==> src/repeating_timer_event_table_top_defines.svh <==
// Assertion macros shared by the timer table RTL.
// Each macro expects a clock named i_clk and an active-low reset named i_rst_n in scope.
`ifndef REPEATING_TIMER_EVENT_TABLE_TOP_DEFINES_SVH
`define REPEATING_TIMER_EVENT_TABLE_TOP_DEFINES_SVH

// same-cycle implication
`define RTET_ASSERT_IMP(lbl, ante, cons, msg) \
    lbl: assert property (@(posedge i_clk) disable iff (!i_rst_n) (ante) |-> (cons)) \
        else $error(msg);

// next-cycle implication
`define RTET_ASSERT_NXT(lbl, ante, cons, msg) \
    lbl: assert property (@(posedge i_clk) disable iff (!i_rst_n) (ante) |=> (cons)) \
        else $error(msg);

`endif

==> src/rtet_pkg.sv <==
// Shared types, codes and widths for the repeating timer event table.
// No dependencies.
`timescale 1ns / 1ps
`default_nettype none
package rtet_pkg;
    localparam int SLOTS_DEF     = 16;
    localparam int TIME_BITS_DEF = 48;

    localparam int ID_W       = 31;
    localparam int REP_W      = 16;
    localparam int CMD_W      = 3;
    localparam int KIND_W     = 2;
    localparam int IO_TIME_W  = 48;
    localparam int S_TDATA_W  = 192;
    localparam int M_TDATA_W  = 96;

    localparam logic [CMD_W-1:0] CMD_ADD_AT    = 3'd0;
    localparam logic [CMD_W-1:0] CMD_ADD_NOW   = 3'd1;
    localparam logic [CMD_W-1:0] CMD_SET_IVL   = 3'd2;
    localparam logic [CMD_W-1:0] CMD_CANCEL    = 3'd3;
    localparam logic [CMD_W-1:0] CMD_RUN_UNTIL = 3'd4;
    localparam logic [CMD_W-1:0] CMD_RUN_FOR   = 3'd5;
    localparam logic [CMD_W-1:0] CMD_SET_TIME  = 3'd6;
    localparam logic [CMD_W-1:0] CMD_CLEAR     = 3'd7;

    localparam logic [KIND_W-1:0] KIND_ADD  = 2'd0;
    localparam logic [KIND_W-1:0] KIND_FIRE = 2'd1;
    localparam logic [KIND_W-1:0] KIND_DONE = 2'd2;

    typedef logic [4:0] t_op;

    localparam t_op OP_NOP           = 5'd0;
    localparam t_op OP_LOAD          = 5'd1;
    localparam t_op OP_SUM_TV        = 5'd2;
    localparam t_op OP_SUM_CUR       = 5'd3;
    localparam t_op OP_SUM_IVL       = 5'd4;
    localparam t_op OP_SCAN_FREE     = 5'd5;
    localparam t_op OP_ADD_WR        = 5'd6;
    localparam t_op OP_RD            = 5'd7;
    localparam t_op OP_CHK_ID        = 5'd8;
    localparam t_op OP_SET_WR        = 5'd9;
    localparam t_op OP_CANCEL        = 5'd10;
    localparam t_op OP_RUN_UNTIL     = 5'd11;
    localparam t_op OP_RUN_FOR       = 5'd12;
    localparam t_op OP_PEND_CHK      = 5'd13;
    localparam t_op OP_SEL_CLR       = 5'd14;
    localparam t_op OP_SEL_CHK       = 5'd15;
    localparam t_op OP_FIRE_CALC     = 5'd16;
    localparam t_op OP_FIRE_WR       = 5'd17;
    localparam t_op OP_SET_TIME      = 5'd18;
    localparam t_op OP_CLEAR         = 5'd19;
    localparam t_op OP_EMIT_ADD_OK   = 5'd20;
    localparam t_op OP_EMIT_ADD_FULL = 5'd21;
    localparam t_op OP_EMIT_FIRE     = 5'd22;
    localparam t_op OP_EMIT_DONE     = 5'd23;

    typedef struct packed {
        t_op op;
    } t_dp_cmd;

    typedef struct packed {
        logic free_hit;   // slot under the index is free
        logic last;       // index sits on the last slot
        logic match;      // slot under the index holds the wanted id
        logic found;      // a pending timer has been picked this pass
        logic out_busy;   // result register holds an item not yet taken
    } t_dp_stat;
endpackage
`default_nettype wire

==> src/rtet_ram.sv <==
// Generic single-write, single-read RAM with registered read data.
// No dependencies.
`timescale 1ns / 1ps
`default_nettype none
module rtet_ram #(
    parameter int  WIDTH = 8,
    parameter int  DEPTH = 16,
    localparam int AW    = (DEPTH > 1) ? $clog2(DEPTH) : 1
) (
    input  wire logic                  i_clk,
    input  wire logic                  i_we,
    input  wire logic [AW-1:0]         i_waddr,
    input  wire logic [WIDTH-1:0]      i_wdata,
    input  wire logic                  i_re,
    input  wire logic [AW-1:0]         i_raddr,
    output logic      [WIDTH-1:0]      o_rdata
);
    logic [WIDTH-1:0] r_mem [DEPTH];
    logic [WIDTH-1:0] r_rdata;

    always_ff @(posedge i_clk) begin
        if (i_we) begin
            r_mem[i_waddr] <= i_wdata;
        end
        if (i_re) begin
            r_rdata <= r_mem[i_raddr];
        end
    end

    assign o_rdata = r_rdata;
endmodule
`default_nettype wire

==> src/rtet_ctrl.sv <==
// Controller state machine of the timer table: sequences datapath operations per command.
// Depends on rtet_pkg and the assertion macro header.
`timescale 1ns / 1ps
`default_nettype none
`include "repeating_timer_event_table_top_defines.svh"
module rtet_ctrl
    import rtet_pkg::*;
(
    input  wire logic             i_clk,
    input  wire logic             i_rst_n,
    input  wire logic             i_in_valid,
    input  wire logic [CMD_W-1:0] i_cmd,
    input  wire t_dp_stat         i_stat,
    output logic                  o_in_ready,
    output t_dp_cmd               o_ctl
);
    localparam logic [4:0] S_IDLE  = 5'd0;
    localparam logic [4:0] S_SUM1  = 5'd1;
    localparam logic [4:0] S_SUM2  = 5'd2;
    localparam logic [4:0] S_FREE  = 5'd3;
    localparam logic [4:0] S_ADDWR = 5'd4;
    localparam logic [4:0] S_RD    = 5'd5;
    localparam logic [4:0] S_CHK   = 5'd6;
    localparam logic [4:0] S_SETWR = 5'd7;
    localparam logic [4:0] S_CANC  = 5'd8;
    localparam logic [4:0] S_RUNT  = 5'd9;
    localparam logic [4:0] S_PRD   = 5'd10;
    localparam logic [4:0] S_PCHK  = 5'd11;
    localparam logic [4:0] S_SCLR  = 5'd12;
    localparam logic [4:0] S_SRD   = 5'd13;
    localparam logic [4:0] S_SCHK  = 5'd14;
    localparam logic [4:0] S_FCALC = 5'd15;
    localparam logic [4:0] S_FEMIT = 5'd16;
    localparam logic [4:0] S_FWR   = 5'd17;
    localparam logic [4:0] S_MISC  = 5'd18;
    localparam logic [4:0] S_EMIT  = 5'd19;

    logic [4:0]       r_state, n_state;
    logic [CMD_W-1:0] r_cmd, n_cmd;
    t_op              r_emit, n_emit;
    t_op              op;

    always_ff @(posedge i_clk) begin
        if (!i_rst_n) begin
            r_state <= S_IDLE;
            r_cmd   <= CMD_ADD_AT;
            r_emit  <= OP_EMIT_DONE;
        end else begin
            r_state <= n_state;
            r_cmd   <= n_cmd;
            r_emit  <= n_emit;
        end
    end

    always_comb begin
        n_state = r_state;
        n_cmd   = r_cmd;
        n_emit  = r_emit;
        op      = OP_NOP;
        case (r_state)
            S_IDLE: begin
                if (i_in_valid) begin
                    op    = OP_LOAD;
                    n_cmd = i_cmd;
                    case (i_cmd)
                        CMD_ADD_AT, CMD_ADD_NOW:   n_state = S_SUM1;
                        CMD_SET_IVL, CMD_CANCEL:   n_state = S_RD;
                        CMD_RUN_UNTIL, CMD_RUN_FOR: n_state = S_RUNT;
                        default:                   n_state = S_MISC;
                    endcase
                end
            end
            S_SUM1: begin
                op      = (r_cmd == CMD_ADD_AT) ? OP_SUM_TV : OP_SUM_CUR;
                n_state = S_SUM2;
            end
            S_SUM2: begin
                op      = OP_SUM_IVL;
                n_state = S_FREE;
            end
            S_FREE: begin
                op = OP_SCAN_FREE;
                if (i_stat.free_hit) begin
                    n_state = S_ADDWR;
                end else if (i_stat.last) begin
                    n_emit  = OP_EMIT_ADD_FULL;
                    n_state = S_EMIT;
                end
            end
            S_ADDWR: begin
                op      = OP_ADD_WR;
                n_emit  = OP_EMIT_ADD_OK;
                n_state = S_EMIT;
            end
            S_RD: begin
                op      = OP_RD;
                n_state = S_CHK;
            end
            S_CHK: begin
                op = OP_CHK_ID;
                if (i_stat.match) begin
                    n_state = (r_cmd == CMD_SET_IVL) ? S_SETWR : S_CANC;
                end else if (i_stat.last) begin
                    n_emit  = OP_EMIT_DONE;
                    n_state = S_EMIT;
                end else begin
                    n_state = S_RD;
                end
            end
            S_SETWR: begin
                op      = OP_SET_WR;
                n_emit  = OP_EMIT_DONE;
                n_state = S_EMIT;
            end
            S_CANC: begin
                op      = OP_CANCEL;
                n_emit  = OP_EMIT_DONE;
                n_state = S_EMIT;
            end
            S_RUNT: begin
                op      = (r_cmd == CMD_RUN_UNTIL) ? OP_RUN_UNTIL : OP_RUN_FOR;
                n_state = S_PRD;
            end
            S_PRD: begin
                op      = OP_RD;
                n_state = S_PCHK;
            end
            S_PCHK: begin
                op      = OP_PEND_CHK;
                n_state = i_stat.last ? S_SCLR : S_PRD;
            end
            S_SCLR: begin
                op      = OP_SEL_CLR;
                n_state = S_SRD;
            end
            S_SRD: begin
                op      = OP_RD;
                n_state = S_SCHK;
            end
            S_SCHK: begin
                op = OP_SEL_CHK;
                if (!i_stat.last) begin
                    n_state = S_SRD;
                end else if (i_stat.found) begin
                    n_state = S_FCALC;
                end else begin
                    n_emit  = OP_EMIT_DONE;
                    n_state = S_EMIT;
                end
            end
            S_FCALC: begin
                op      = OP_FIRE_CALC;
                n_state = S_FEMIT;
            end
            S_FEMIT: begin
                if (!i_stat.out_busy) begin
                    op      = OP_EMIT_FIRE;
                    n_state = S_FWR;
                end
            end
            S_FWR: begin
                op      = OP_FIRE_WR;
                n_state = S_SCLR;
            end
            S_MISC: begin
                op      = (r_cmd == CMD_SET_TIME) ? OP_SET_TIME : OP_CLEAR;
                n_emit  = OP_EMIT_DONE;
                n_state = S_EMIT;
            end
            S_EMIT: begin
                if (!i_stat.out_busy) begin
                    op      = r_emit;
                    n_state = S_IDLE;
                end
            end
            default: n_state = S_IDLE;
        endcase
    end

    assign o_in_ready = (r_state == S_IDLE);
    assign o_ctl.op   = op;

    `RTET_ASSERT_NXT(a_leave_idle, (r_state == S_IDLE) && i_in_valid,
        r_state != S_IDLE, "item accepted but controller stayed idle")
    `RTET_ASSERT_IMP(a_emit_free,
        (op == OP_EMIT_FIRE) || (op == OP_EMIT_DONE) ||
        (op == OP_EMIT_ADD_OK) || (op == OP_EMIT_ADD_FULL),
        !i_stat.out_busy, "result emitted over an untaken result")
endmodule
`default_nettype wire

==> src/rtet_dp.sv <==
// Datapath of the timer table: slot RAM, valid and pending bits, scan index,
// saturating time arithmetic and the result register. Depends on rtet_pkg, rtet_ram and the macro header.
`timescale 1ns / 1ps
`default_nettype none
`include "repeating_timer_event_table_top_defines.svh"
module rtet_dp
    import rtet_pkg::*;
#(
    parameter int SLOTS     = SLOTS_DEF,
    parameter int TIME_BITS = TIME_BITS_DEF
) (
    input  wire logic                    i_clk,
    input  wire logic                    i_rst_n,
    input  wire t_dp_cmd                 i_ctl,
    input  wire logic [ID_W-1:0]         i_event_id,
    input  wire logic [IO_TIME_W-1:0]    i_time_value,
    input  wire logic [IO_TIME_W-1:0]    i_delay,
    input  wire logic [IO_TIME_W-1:0]    i_interval,
    input  wire logic [REP_W-1:0]        i_repeat_count,
    input  wire logic                    i_out_ready,
    output t_dp_stat                     o_stat,
    output logic                         o_out_valid,
    output logic [KIND_W-1:0]            o_kind,
    output logic [ID_W-1:0]              o_timer_id,
    output logic                         o_success,
    output logic [REP_W-1:0]             o_repeats,
    output logic [IO_TIME_W-1:0]         o_period,
    output logic                         o_last
);
    localparam int IW = (SLOTS > 1) ? $clog2(SLOTS) : 1;
    localparam int EW = ID_W + 2 * TIME_BITS + REP_W;
    localparam logic [IW-1:0] LAST_IDX = IW'(SLOTS - 1);

    function automatic logic [TIME_BITS-1:0] sat_add(input logic [TIME_BITS-1:0] a,
                                                      input logic [TIME_BITS-1:0] b);
        logic [TIME_BITS:0] s;
        s = {1'b0, a} + {1'b0, b};
        return s[TIME_BITS] ? {TIME_BITS{1'b1}} : s[TIME_BITS-1:0];
    endfunction

    logic [ID_W-1:0]          r_eid;
    logic [TIME_BITS-1:0]     r_tv, r_dl, r_iv, r_cur, r_acc;
    logic [REP_W-1:0]         r_rep;
    logic [ID_W-1:0]          r_idcnt;
    logic [IW-1:0]            r_idx, r_bidx;
    logic [SLOTS-1:0]         r_valid, r_pend;
    logic                     r_ok, r_found, r_ge;
    logic [TIME_BITS-1:0]     r_bexp, r_bper;
    logic [ID_W-1:0]          r_bid;
    logic [REP_W-1:0]         r_brep;
    logic                     r_ovalid;
    logic [KIND_W-1:0]        r_kind;
    logic [ID_W-1:0]          r_oid;
    logic                     r_osucc, r_olast;
    logic [REP_W-1:0]         r_orep;
    logic [IO_TIME_W-1:0]     r_oper;

    logic [EW-1:0]            rdata, wdata;
    logic                     we, re;
    logic [IW-1:0]            waddr;
    logic [ID_W-1:0]          rd_id;
    logic [TIME_BITS-1:0]     rd_exp, rd_per, set_exp;
    logic [REP_W-1:0]         rd_rep;
    logic                     cur_valid, better, sel_hit, rearm, is_emit;
    t_op                      op;

    assign op     = i_ctl.op;
    assign rd_id  = rdata[EW-1 -: ID_W];
    assign rd_exp = rdata[2*TIME_BITS+REP_W-1 -: TIME_BITS];
    assign rd_per = rdata[TIME_BITS+REP_W-1 -: TIME_BITS];
    assign rd_rep = rdata[REP_W-1:0];

    always_comb begin
        cur_valid = r_valid[r_idx];
        better    = !r_found || (rd_exp < r_bexp) || ((rd_exp == r_bexp) && (rd_id < r_bid));
        sel_hit   = r_pend[r_idx] && better;
        // forever timers and counts above one before this fire stay armed
        rearm     = r_brep[REP_W-1] || ($signed(r_brep) > $signed(REP_W'(1)));
        if (r_ge) begin
            set_exp = sat_add(rd_exp, r_acc);
        end else begin
            set_exp = (rd_exp > r_acc) ? (rd_exp - r_acc) : '0;
        end
        is_emit = (op == OP_EMIT_ADD_OK) || (op == OP_EMIT_ADD_FULL) ||
                  (op == OP_EMIT_FIRE) || (op == OP_EMIT_DONE);
    end

    assign o_stat.free_hit = !cur_valid;
    assign o_stat.last     = (r_idx == LAST_IDX);
    assign o_stat.match    = cur_valid && (rd_id == r_eid);
    assign o_stat.found    = r_found || sel_hit;
    assign o_stat.out_busy = r_ovalid && !i_out_ready;

    // RAM port control
    always_comb begin
        we    = 1'b0;
        waddr = r_idx;
        wdata = {r_idcnt + ID_W'(1), r_acc, r_iv, r_rep};
        re    = (op == OP_RD);
        case (op)
            OP_ADD_WR: we = 1'b1;
            OP_SET_WR: begin
                we    = 1'b1;
                wdata = {rd_id, set_exp, r_iv, rd_rep};
            end
            OP_FIRE_WR: begin
                we    = rearm;
                waddr = r_bidx;
                wdata = {r_bid, r_acc, r_bper,
                         r_brep[REP_W-1] ? r_brep : (r_brep - REP_W'(1))};
            end
            default: we = 1'b0;
        endcase
    end

    rtet_ram #(
        .WIDTH (EW),
        .DEPTH (SLOTS)
    ) u_ram (
        .i_clk   (i_clk),
        .i_we    (we),
        .i_waddr (waddr),
        .i_wdata (wdata),
        .i_re    (re),
        .i_raddr (r_idx),
        .o_rdata (rdata)
    );

    // control state: valid and pending bits, id counter, current time, scan index, flags, result valid
    always_ff @(posedge i_clk) begin
        if (!i_rst_n) begin
            r_valid  <= '0;
            r_pend   <= '0;
            r_idcnt  <= '0;
            r_cur    <= '0;
            r_ovalid <= 1'b0;
            r_found  <= 1'b0;
            r_ok     <= 1'b0;
            r_idx    <= '0;
        end else begin
            if (is_emit) begin
                r_ovalid <= 1'b1;
            end else if (i_out_ready) begin
                r_ovalid <= 1'b0;
            end
            case (op)
                OP_LOAD: begin
                    r_idx <= '0;
                    r_ok  <= 1'b0;
                end
                OP_SCAN_FREE: begin
                    if (cur_valid) r_idx <= r_idx + IW'(1);
                end
                OP_ADD_WR: begin
                    r_valid[r_idx] <= 1'b1;
                    r_idcnt        <= r_idcnt + ID_W'(1);
                end
                OP_CHK_ID: begin
                    if (o_stat.match) r_ok <= 1'b1;
                    else              r_idx <= r_idx + IW'(1);
                end
                OP_CANCEL:    r_valid[r_idx] <= 1'b0;
                OP_RUN_UNTIL: begin
                    r_cur <= r_tv;
                    r_idx <= '0;
                end
                OP_RUN_FOR: begin
                    r_cur <= sat_add(r_cur, r_tv);
                    r_idx <= '0;
                end
                OP_PEND_CHK: begin
                    r_pend[r_idx] <= cur_valid && (rd_exp <= r_cur);
                    r_idx         <= r_idx + IW'(1);
                end
                OP_SEL_CLR: begin
                    r_found <= 1'b0;
                    r_idx   <= '0;
                end
                OP_SEL_CHK: begin
                    if (sel_hit) r_found <= 1'b1;
                    r_idx <= r_idx + IW'(1);
                end
                OP_FIRE_WR: begin
                    r_pend[r_bidx] <= 1'b0;
                    if (!rearm) r_valid[r_bidx] <= 1'b0;
                end
                OP_SET_TIME: r_cur   <= r_tv;
                OP_CLEAR:    r_valid <= '0;
                default: ;
            endcase
        end
    end

    // payload registers
    always_ff @(posedge i_clk) begin
        case (op)
            OP_LOAD: begin
                r_eid <= i_event_id;
                r_tv  <= TIME_BITS'(i_time_value);
                r_dl  <= TIME_BITS'(i_delay);
                r_iv  <= TIME_BITS'(i_interval);
                r_rep <= i_repeat_count;
            end
            OP_SUM_TV:  r_acc <= sat_add(r_tv, r_dl);
            OP_SUM_CUR: r_acc <= sat_add(r_cur, r_dl);
            OP_SUM_IVL: r_acc <= sat_add(r_acc, r_iv);
            OP_CHK_ID: begin
                if (o_stat.match) begin
                    r_ge  <= (r_iv >= rd_per);
                    r_acc <= (r_iv >= rd_per) ? (r_iv - rd_per) : (rd_per - r_iv);
                end
            end
            OP_SEL_CHK: begin
                if (sel_hit) begin
                    r_bidx <= r_idx;
                    r_bid  <= rd_id;
                    r_bexp <= rd_exp;
                    r_bper <= rd_per;
                    r_brep <= rd_rep;
                end
            end
            OP_FIRE_CALC: r_acc <= sat_add(r_cur, r_bper);
            OP_EMIT_ADD_OK: begin
                r_kind  <= KIND_ADD;
                r_oid   <= r_idcnt;
                r_osucc <= 1'b1;
                r_orep  <= '0;
                r_oper  <= '0;
                r_olast <= 1'b1;
            end
            OP_EMIT_ADD_FULL: begin
                r_kind  <= KIND_ADD;
                r_oid   <= '0;
                r_osucc <= 1'b0;
                r_orep  <= '0;
                r_oper  <= '0;
                r_olast <= 1'b1;
            end
            OP_EMIT_FIRE: begin
                r_kind  <= KIND_FIRE;
                r_oid   <= r_bid;
                r_osucc <= 1'b0;
                r_orep  <= r_brep;
                r_oper  <= IO_TIME_W'(r_bper);
                r_olast <= 1'b0;
            end
            OP_EMIT_DONE: begin
                r_kind  <= KIND_DONE;
                r_oid   <= '0;
                r_osucc <= r_ok;
                r_orep  <= '0;
                r_oper  <= '0;
                r_olast <= 1'b1;
            end
            default: ;
        endcase
    end

    assign o_out_valid = r_ovalid;
    assign o_kind      = r_kind;
    assign o_timer_id  = r_oid;
    assign o_success   = r_osucc;
    assign o_repeats   = r_orep;
    assign o_period    = r_oper;
    assign o_last      = r_olast;

    `RTET_ASSERT_IMP(a_add_free_slot, op == OP_ADD_WR, !r_valid[r_idx],
        "add writes an occupied slot")
    `RTET_ASSERT_IMP(a_fire_pending, op == OP_FIRE_WR,
        r_found && r_pend[r_bidx] && r_valid[r_bidx],
        "fire update on a slot that was not picked")
endmodule
`default_nettype wire

==> src/repeating_timer_event_table_top.sv <==
// Top level of the repeating timer event table: stream ports, controller and datapath.
// Depends on rtet_pkg, rtet_ctrl, rtet_dp (and rtet_ram below it).
//
//  channel  | dir | tdata                                   | tuser | tlast
//  ---------+-----+-----------------------------------------+-------+------
//  s_axis   | in  | event_id, time_value, delay, interval,  | cmd   | -
//           |     | repeat_count (192 bits)                 |       |
//  m_axis   | out | timer_id, success, repeats, period (96) | kind  | last
//
// Per item (S = SLOTS): add scans for a free slot, set interval / cancel seek the id,
//   set time and clear do no scan; run scans all S slots for pending timers, then a
//   selection pass per fired timer and a final pass, on the one-read-per-cycle RAM.
// Reset is synchronous, active low; it clears all valid bits at once, no clearing pass.
// One item is worked at a time; the next is taken once its last result sits in the
//   output register. A stalled output holds the sequencer at its next result.
`timescale 1ns / 1ps
`default_nettype none
module repeating_timer_event_table_top
    import rtet_pkg::*;
#(
    parameter int SLOTS     = SLOTS_DEF,
    parameter int TIME_BITS = TIME_BITS_DEF
) (
    input  wire logic                  i_clk,
    input  wire logic                  i_rst_n,
    input  wire logic                  s_axis_tvalid,
    output logic                       s_axis_tready,
    // [30:0] event_id, [78:31] time_value, [126:79] delay, [174:127] interval,
    // [190:175] repeat_count, [191] zero
    input  wire logic [S_TDATA_W-1:0]  s_axis_tdata,
    // [2:0] cmd
    input  wire logic [CMD_W-1:0]      s_axis_tuser,
    output logic                       m_axis_tvalid,
    input  wire logic                  m_axis_tready,
    // [30:0] timer_id, [31] success, [47:32] repeats_reported, [95:48] period_reported
    output logic [M_TDATA_W-1:0]       m_axis_tdata,
    // [1:0] kind
    output logic [KIND_W-1:0]          m_axis_tuser,
    output logic                       m_axis_tlast
);
    t_dp_cmd               ctl;
    t_dp_stat              stat;
    logic [ID_W-1:0]       out_id;
    logic                  out_succ;
    logic [REP_W-1:0]      out_rep;
    logic [IO_TIME_W-1:0]  out_per;

    rtet_ctrl u_ctrl (
        .i_clk      (i_clk),
        .i_rst_n    (i_rst_n),
        .i_in_valid (s_axis_tvalid),
        .i_cmd      (s_axis_tuser),
        .i_stat     (stat),
        .o_in_ready (s_axis_tready),
        .o_ctl      (ctl)
    );

    rtet_dp #(
        .SLOTS     (SLOTS),
        .TIME_BITS (TIME_BITS)
    ) u_dp (
        .i_clk          (i_clk),
        .i_rst_n        (i_rst_n),
        .i_ctl          (ctl),
        .i_event_id     (s_axis_tdata[30:0]),
        .i_time_value   (s_axis_tdata[78:31]),
        .i_delay        (s_axis_tdata[126:79]),
        .i_interval     (s_axis_tdata[174:127]),
        .i_repeat_count (s_axis_tdata[190:175]),
        .i_out_ready    (m_axis_tready),
        .o_stat         (stat),
        .o_out_valid    (m_axis_tvalid),
        .o_kind         (m_axis_tuser),
        .o_timer_id     (out_id),
        .o_success      (out_succ),
        .o_repeats      (out_rep),
        .o_period       (out_per),
        .o_last         (m_axis_tlast)
    );

    assign m_axis_tdata = {out_per, out_rep, out_succ, out_id};
endmodule
`default_nettype wire

==> config.mk <==
export PLATFORM = sky130hd
export DESIGN_NAME = repeating_timer_event_table_top
export DESIGN_NICKNAME = d
export VERILOG_FILES = /design/src/rtet_pkg.sv /design/src/rtet_ram.sv /design/src/rtet_ctrl.sv /design/src/rtet_dp.sv /design/src/repeating_timer_event_table_top.sv
export VERILOG_INCLUDE_DIRS = /design/src /design/src/src
export SDC_FILE = /design/constraint.sdc
export NUM_CORES = 2
export LEC_CHECK = 0
export BUFFER_PORTS_ARGS = -buffer_cell sky130_fd_sc_hd__buf_2
export CAP_MARGIN = 20
export CELL_PAD_IN_SITES_DETAIL_PLACEMENT = 0
export CELL_PAD_IN_SITES_GLOBAL_PLACEMENT = 1
export CORE_UTILIZATION = 40
export CTS_BUF_LIST = sky130_fd_sc_hd__clkbuf_8
export DETAILED_ROUTE_END_ITERATION = 10
export PLACE_DENSITY_LB_ADDON = 0.1
export SYNTH_ARGS = -nofsm -noshare
export SYNTH_HDL_FRONTEND = slang
export SYNTH_SLANG_ARGS = --single-unit
==> constraint.sdc <==
create_clock -name i_clk -period 38.7 [get_ports i_clk]
set_clock_uncertainty 0.2 [all_clocks]
set_input_delay 7.74 -clock i_clk [delete_from_list [all_inputs] [get_ports i_clk]]
set_output_delay 7.74 -clock i_clk [all_outputs]
set_load 0.02 [all_outputs]
==> summary.json <==
{
  "timing.final.hold_violations": {"value": 0},
  "detail_route.wirelength": {"value": 484000, "unit": "um"},
  "gr-usage-all-layers": {"value": 26.3, "unit": "%"},
  "synth.ff_latch_count": {"value": 3045},
  "layout_common_cells": {"value": "sky130_fd_sc_hd__edfxtp_1, sky130_fd_sc_hd__mux4_2, sky130_fd_sc_hd__a21oi_1"},
  "peak_fanout_along_the_critical_path": {"value": 49},
  "cts_tree": {"value": "built"},
  "synth-edff-count": {"value": 2917},
  "critical_path_class": {"value": "in2reg"},
  "post_cts.repair.setup_buffers": {"value": 0},
  "instance_count_along_the_most_critical_hold_path": {"value": 0},
  "synth.distinct_cells": {"value": 97},
  "cts_root_buf": {"value": "sky130_fd_sc_hd__clkbuf_8"},
  "floorplan.die.height": {"value": 601, "unit": "um"},
  "via_count": {"value": 90900},
  "final_layout_size_suffix_gt1_share": {"value": 19.5, "unit": "%"},
  "fmax": {"value": 87.7, "unit": "MHz"},
  "ys_seq_area_share": {"value": 62.8, "unit": "%"},
  "wl_per_cell": {"value": 31.4, "unit": "um"},
  "fin_crit": {"value": 11400, "unit": "ps"},
  "drtPass1Iterations": {"value": 6},
  "io_buffers": {"value": 298},
  "nets": {"value": 11000},
  "sequentialPowerShare": {"value": 39.9, "unit": "%"},
  "detailedRoute.firstIterationViolations": {"value": 8541},
  "area_of_the_core": {"value": 356000, "unit": "um2"},
  "outcome": {"value": "completed"},
  "ctsLongestPathBuffers": {"value": 4},
  "power": {"value": 11.0, "unit": "mW"},
  "timing.final.crit_share": {"value": 29.5, "unit": "%"},
  "leakage": {"value": 55.7, "unit": "nW"},
  "fp.dieArea": {"value": 361000, "unit": "um2"},
  "post_drt_via_cell_ratio": {"value": 5.90},
  "drcViolationCount": {"value": 0},
  "floorplan.die.width": {"value": 601, "unit": "um"},
  "worstRegToRegCells": {"value": 17},
  "io_pins": {"value": 300},
  "synth.net_count": {"value": 10400},
  "area_delta_synth_final": {"value": 12.7, "unit": "%"},
  "maximum_number_of_pins_on_one_net_before_global_route_repair": {"value": 140},
  "hold_path_class": {"value": "reg2reg"},
  "first_global_vias": {"value": 92000},
  "number_of_setup_violations_in_the_final_report": {"value": 0},
  "cts_resized": {"value": 0},
  "cp-start-kind": {"value": "primary input"},
  "detailedPlacementHpwl": {"value": 316000, "unit": "um"},
  "p_sw_share": {"value": 36.9, "unit": "%"},
  "maxCapViolations": {"value": 0},
  "number_of_antenna_violations_at_the_first_check_in_global_routing": {"value": 24},
  "kind_of_end_point_of_the_critical_path": {"value": "register"},
  "mostFrequentLayoutCell": {"value": "sky130_fd_sc_hd__edfxtp_1"},
  "worst-endpoint-required": {"value": 39490, "unit": "ps"},
  "synthFlopType": {"value": "sky130_fd_sc_hd__edfxtp_1"},
  "insertion_delay": {"value": 1240, "unit": "ps"},
  "fin_setup_tns": {"value": 0, "unit": "ps"},
  "pwr-share-clk": {"value": 25.4, "unit": "%"},
  "pwr-share-comb": {"value": 34.7, "unit": "%"},
  "timing_max_transition_violations_final": {"value": 0},
  "yosysWarningCount": {"value": 0},
  "synthesis.area_per_instance": {"value": 14.9, "unit": "um2"},
  "clock_sink_count": {"value": 3045},
  "netSwitchingPower": {"value": 4.05, "unit": "mW"},
  "synth_async_sr_flop_share": {"value": 0, "unit": "%"},
  "ir_worst_vdd": {"value": 0.0000411, "unit": "V"},
  "worst_pin_slew": {"value": 1210, "unit": "ps"},
  "unrepaired_setup_endpoints_after_global_routing": {"value": "false"},
  "gp_congestion": {"value": 0.939},
  "cts_hold_buffers": {"value": 0},
  "clk_transition_reported_paths": {"value": 60, "unit": "ps"},
  "post_synth_instance_area": {"value": 144000, "unit": "um2"},
  "power-per-cell-area": {"value": 67.8, "unit": "nW/um2"},
  "grt.overflow.total": {"value": 0},
  "arrival": {"value": 12190, "unit": "ps"},
  "antenna_violating_nets_post_route": {"value": 0},
  "cell_internal_pwr": {"value": 6.92, "unit": "mW"},
  "htreeDepth": {"value": 6},
  "tritoncts.num_buffers": {"value": 530},
  "normalized_max_slew_margin": {"value": 18.2, "unit": "%"},
  "fp-row-count": {"value": 219},
  "global_route_wire_length_before_repair": {"value": 683000, "unit": "um"},
  "start_util": {"value": 40.3, "unit": "%"},
  "post_synth_inst_count": {"value": 9613}
}
-- critical path, cell delays in order --
cell                       delay [ps]
sky130_fd_sc_hd__buf_2            160
sky130_fd_sc_hd__nand2b_1         200
sky130_fd_sc_hd__nand2_1          230
sky130_fd_sc_hd__inv_4            590
sky130_fd_sc_hd__or3_1            260
sky130_fd_sc_hd__nor2_1            60
sky130_fd_sc_hd__nand4b_1         600
sky130_fd_sc_hd__a21boi_4         290
sky130_fd_sc_hd__buf_4            520
sky130_fd_sc_hd__and3b_1          260
sky130_fd_sc_hd__o31ai_2           60
sky130_fd_sc_hd__buf_4            210
sky130_fd_sc_hd__nor2_4           770
sky130_fd_sc_hd__a21oi_1          130
-- path summary, 6_finish.rpt --
path	startpoint	to	slack, ps
max	m_axis_tready	u_dp.r_cur[46]$_SDFFE_PN0P_	27300
min	u_dp.u_ram.o_rdata[8]$_DFFE_PN_	u_dp.r_brep[8]$_DFFE_PP_	240
max reg2reg	u_dp.r_brep[5]$_DFFE_PP_	u_dp.u_ram.r_mem[14][47]$_DFFE_PP_	30920
min reg2reg	u_dp.u_ram.o_rdata[8]$_DFFE_PN_	u_dp.r_brep[8]$_DFFE_PP_	240
-- layout make-up --
type / count / area [um2]
fill: 31800 / 195000
sequential: 3045 / 90200
multi-input combinational: 5663 / 50300
clock buffer: 540 / 7430
tap: 4751 / 5940
timing repair buffer: 592 / 3970
clock inverter: 387 / 2310
inverter: 414 / 1560
antenna: 18 / 45.0
-- sequential cells by signal, indices dropped and copies added, names as in the netlist, 48 cells and up --
register	flops
u_dp.r_iv	48
u_dp.o_period	48
u_dp.r_dl	48
u_dp.r_tv	48
u_dp.r_acc	48
u_dp.u_ram.o_rdata	143
u_dp.r_bexp	48
u_dp.u_ram.r_mem	2288
u_dp.r_bper	48
u_dp.r_cur	48
-- per-stage QoR --
| step | hold slack, ps | std cells | cell area [um2] | util (%) | setup slack, ps |
|---|---|---|---|---|---|
| finish | 244 | 15400 | 162000 | 45.4 | 27300 |
| global route | 266 | 15400 | 162000 | 45.4 | 27110 |
| CTS | 247 | 15400 | 162000 | 45.3 | 27390 |
| detailed placement | 235 | 14500 | 152000 | 42.6 | 26130 |
| global placement | 233 | 14400 | 152000 | 42.6 | 26150 |
| floorplan | 206 | 9613 | 144000 | - | 24690 |
-- Yosys cell counts (44+ instances only) --
cell type / n / area share [%]
sky130_fd_sc_hd__xnor2_1: 217 / 1.3
sky130_fd_sc_hd__nand4_1: 115 / 0.50
sky130_fd_sc_hd__mux4_2: 725 / 11
sky130_fd_sc_hd__a31oi_1: 78 / 0.34
sky130_fd_sc_hd__nor2_1: 429 / 1.1
sky130_fd_sc_hd__clkbuf_1: 376 / 0.98
sky130_fd_sc_hd__o31ai_1: 46 / 0.24
sky130_fd_sc_hd__a21o_1: 280 / 1.5
sky130_fd_sc_hd__nand2b_1: 77 / 0.34
sky130_fd_sc_hd__dfxtp_1: 128 / 1.8
sky130_fd_sc_hd__nand2_1: 437 / 1.1
sky130_fd_sc_hd__xor2_1: 154 / 0.94
sky130_fd_sc_hd__a211oi_1: 70 / 0.37
sky130_fd_sc_hd__a22oi_1: 72 / 0.38
sky130_fd_sc_hd__nor3_1: 112 / 0.39
sky130_fd_sc_hd__nor2b_1: 70 / 0.30
sky130_fd_sc_hd__inv_1: 410 / 1.1
sky130_fd_sc_hd__ha_1: 565 / 4.9
sky130_fd_sc_hd__o221ai_1: 57 / 0.35
sky130_fd_sc_hd__a21oi_1: 671 / 2.3
sky130_fd_sc_hd__edfxtp_1: 2917 / 61
sky130_fd_sc_hd__and2_1: 83 / 0.36
sky130_fd_sc_hd__o211ai_1: 44 / 0.23
sky130_fd_sc_hd__o21bai_1: 70 / 0.37
sky130_fd_sc_hd__o21a_1: 59 / 0.31
sky130_fd_sc_hd__o21ai_0: 510 / 1.8
sky130_fd_sc_hd__nand3_1: 155 / 0.54
sky130_fd_sc_hd__buf_1: 77 / 0.20
-- kinds of logic after synthesis --
family,share of synthesized area [%]
AO/OA/AOI/OAI,10.4
flip-flops,62.8
adder cells (fa/ha/maj),5.06
buffers and inverters,2.42
AND/OR/NAND/NOR,5.51
XOR/XNOR,2.26
multiplexers,11.5
-- routing by layer --
metal	vias to the layer above	global-route usage, %	wire length (um)
met5	-	0	14
met1	47700	36.9	214000
met2	3085	42.9	230000
met3	609	3.22	25800
li1	39500	-	-
met4	2	7.72	14400
-- power groups by stage --
stage	Clock, mW	Sequential, mW	Combinational, mW
after detailed placement	0	4.44	3.76
after global placement	0	4.45	3.73
after global routing	2.99	4.39	4.10
after floorplan	0	4.30	2.53
final	2.79	4.38	3.80
after CTS	2.86	4.38	3.78
No activity file was read; power rests on OpenSTA's default activity.
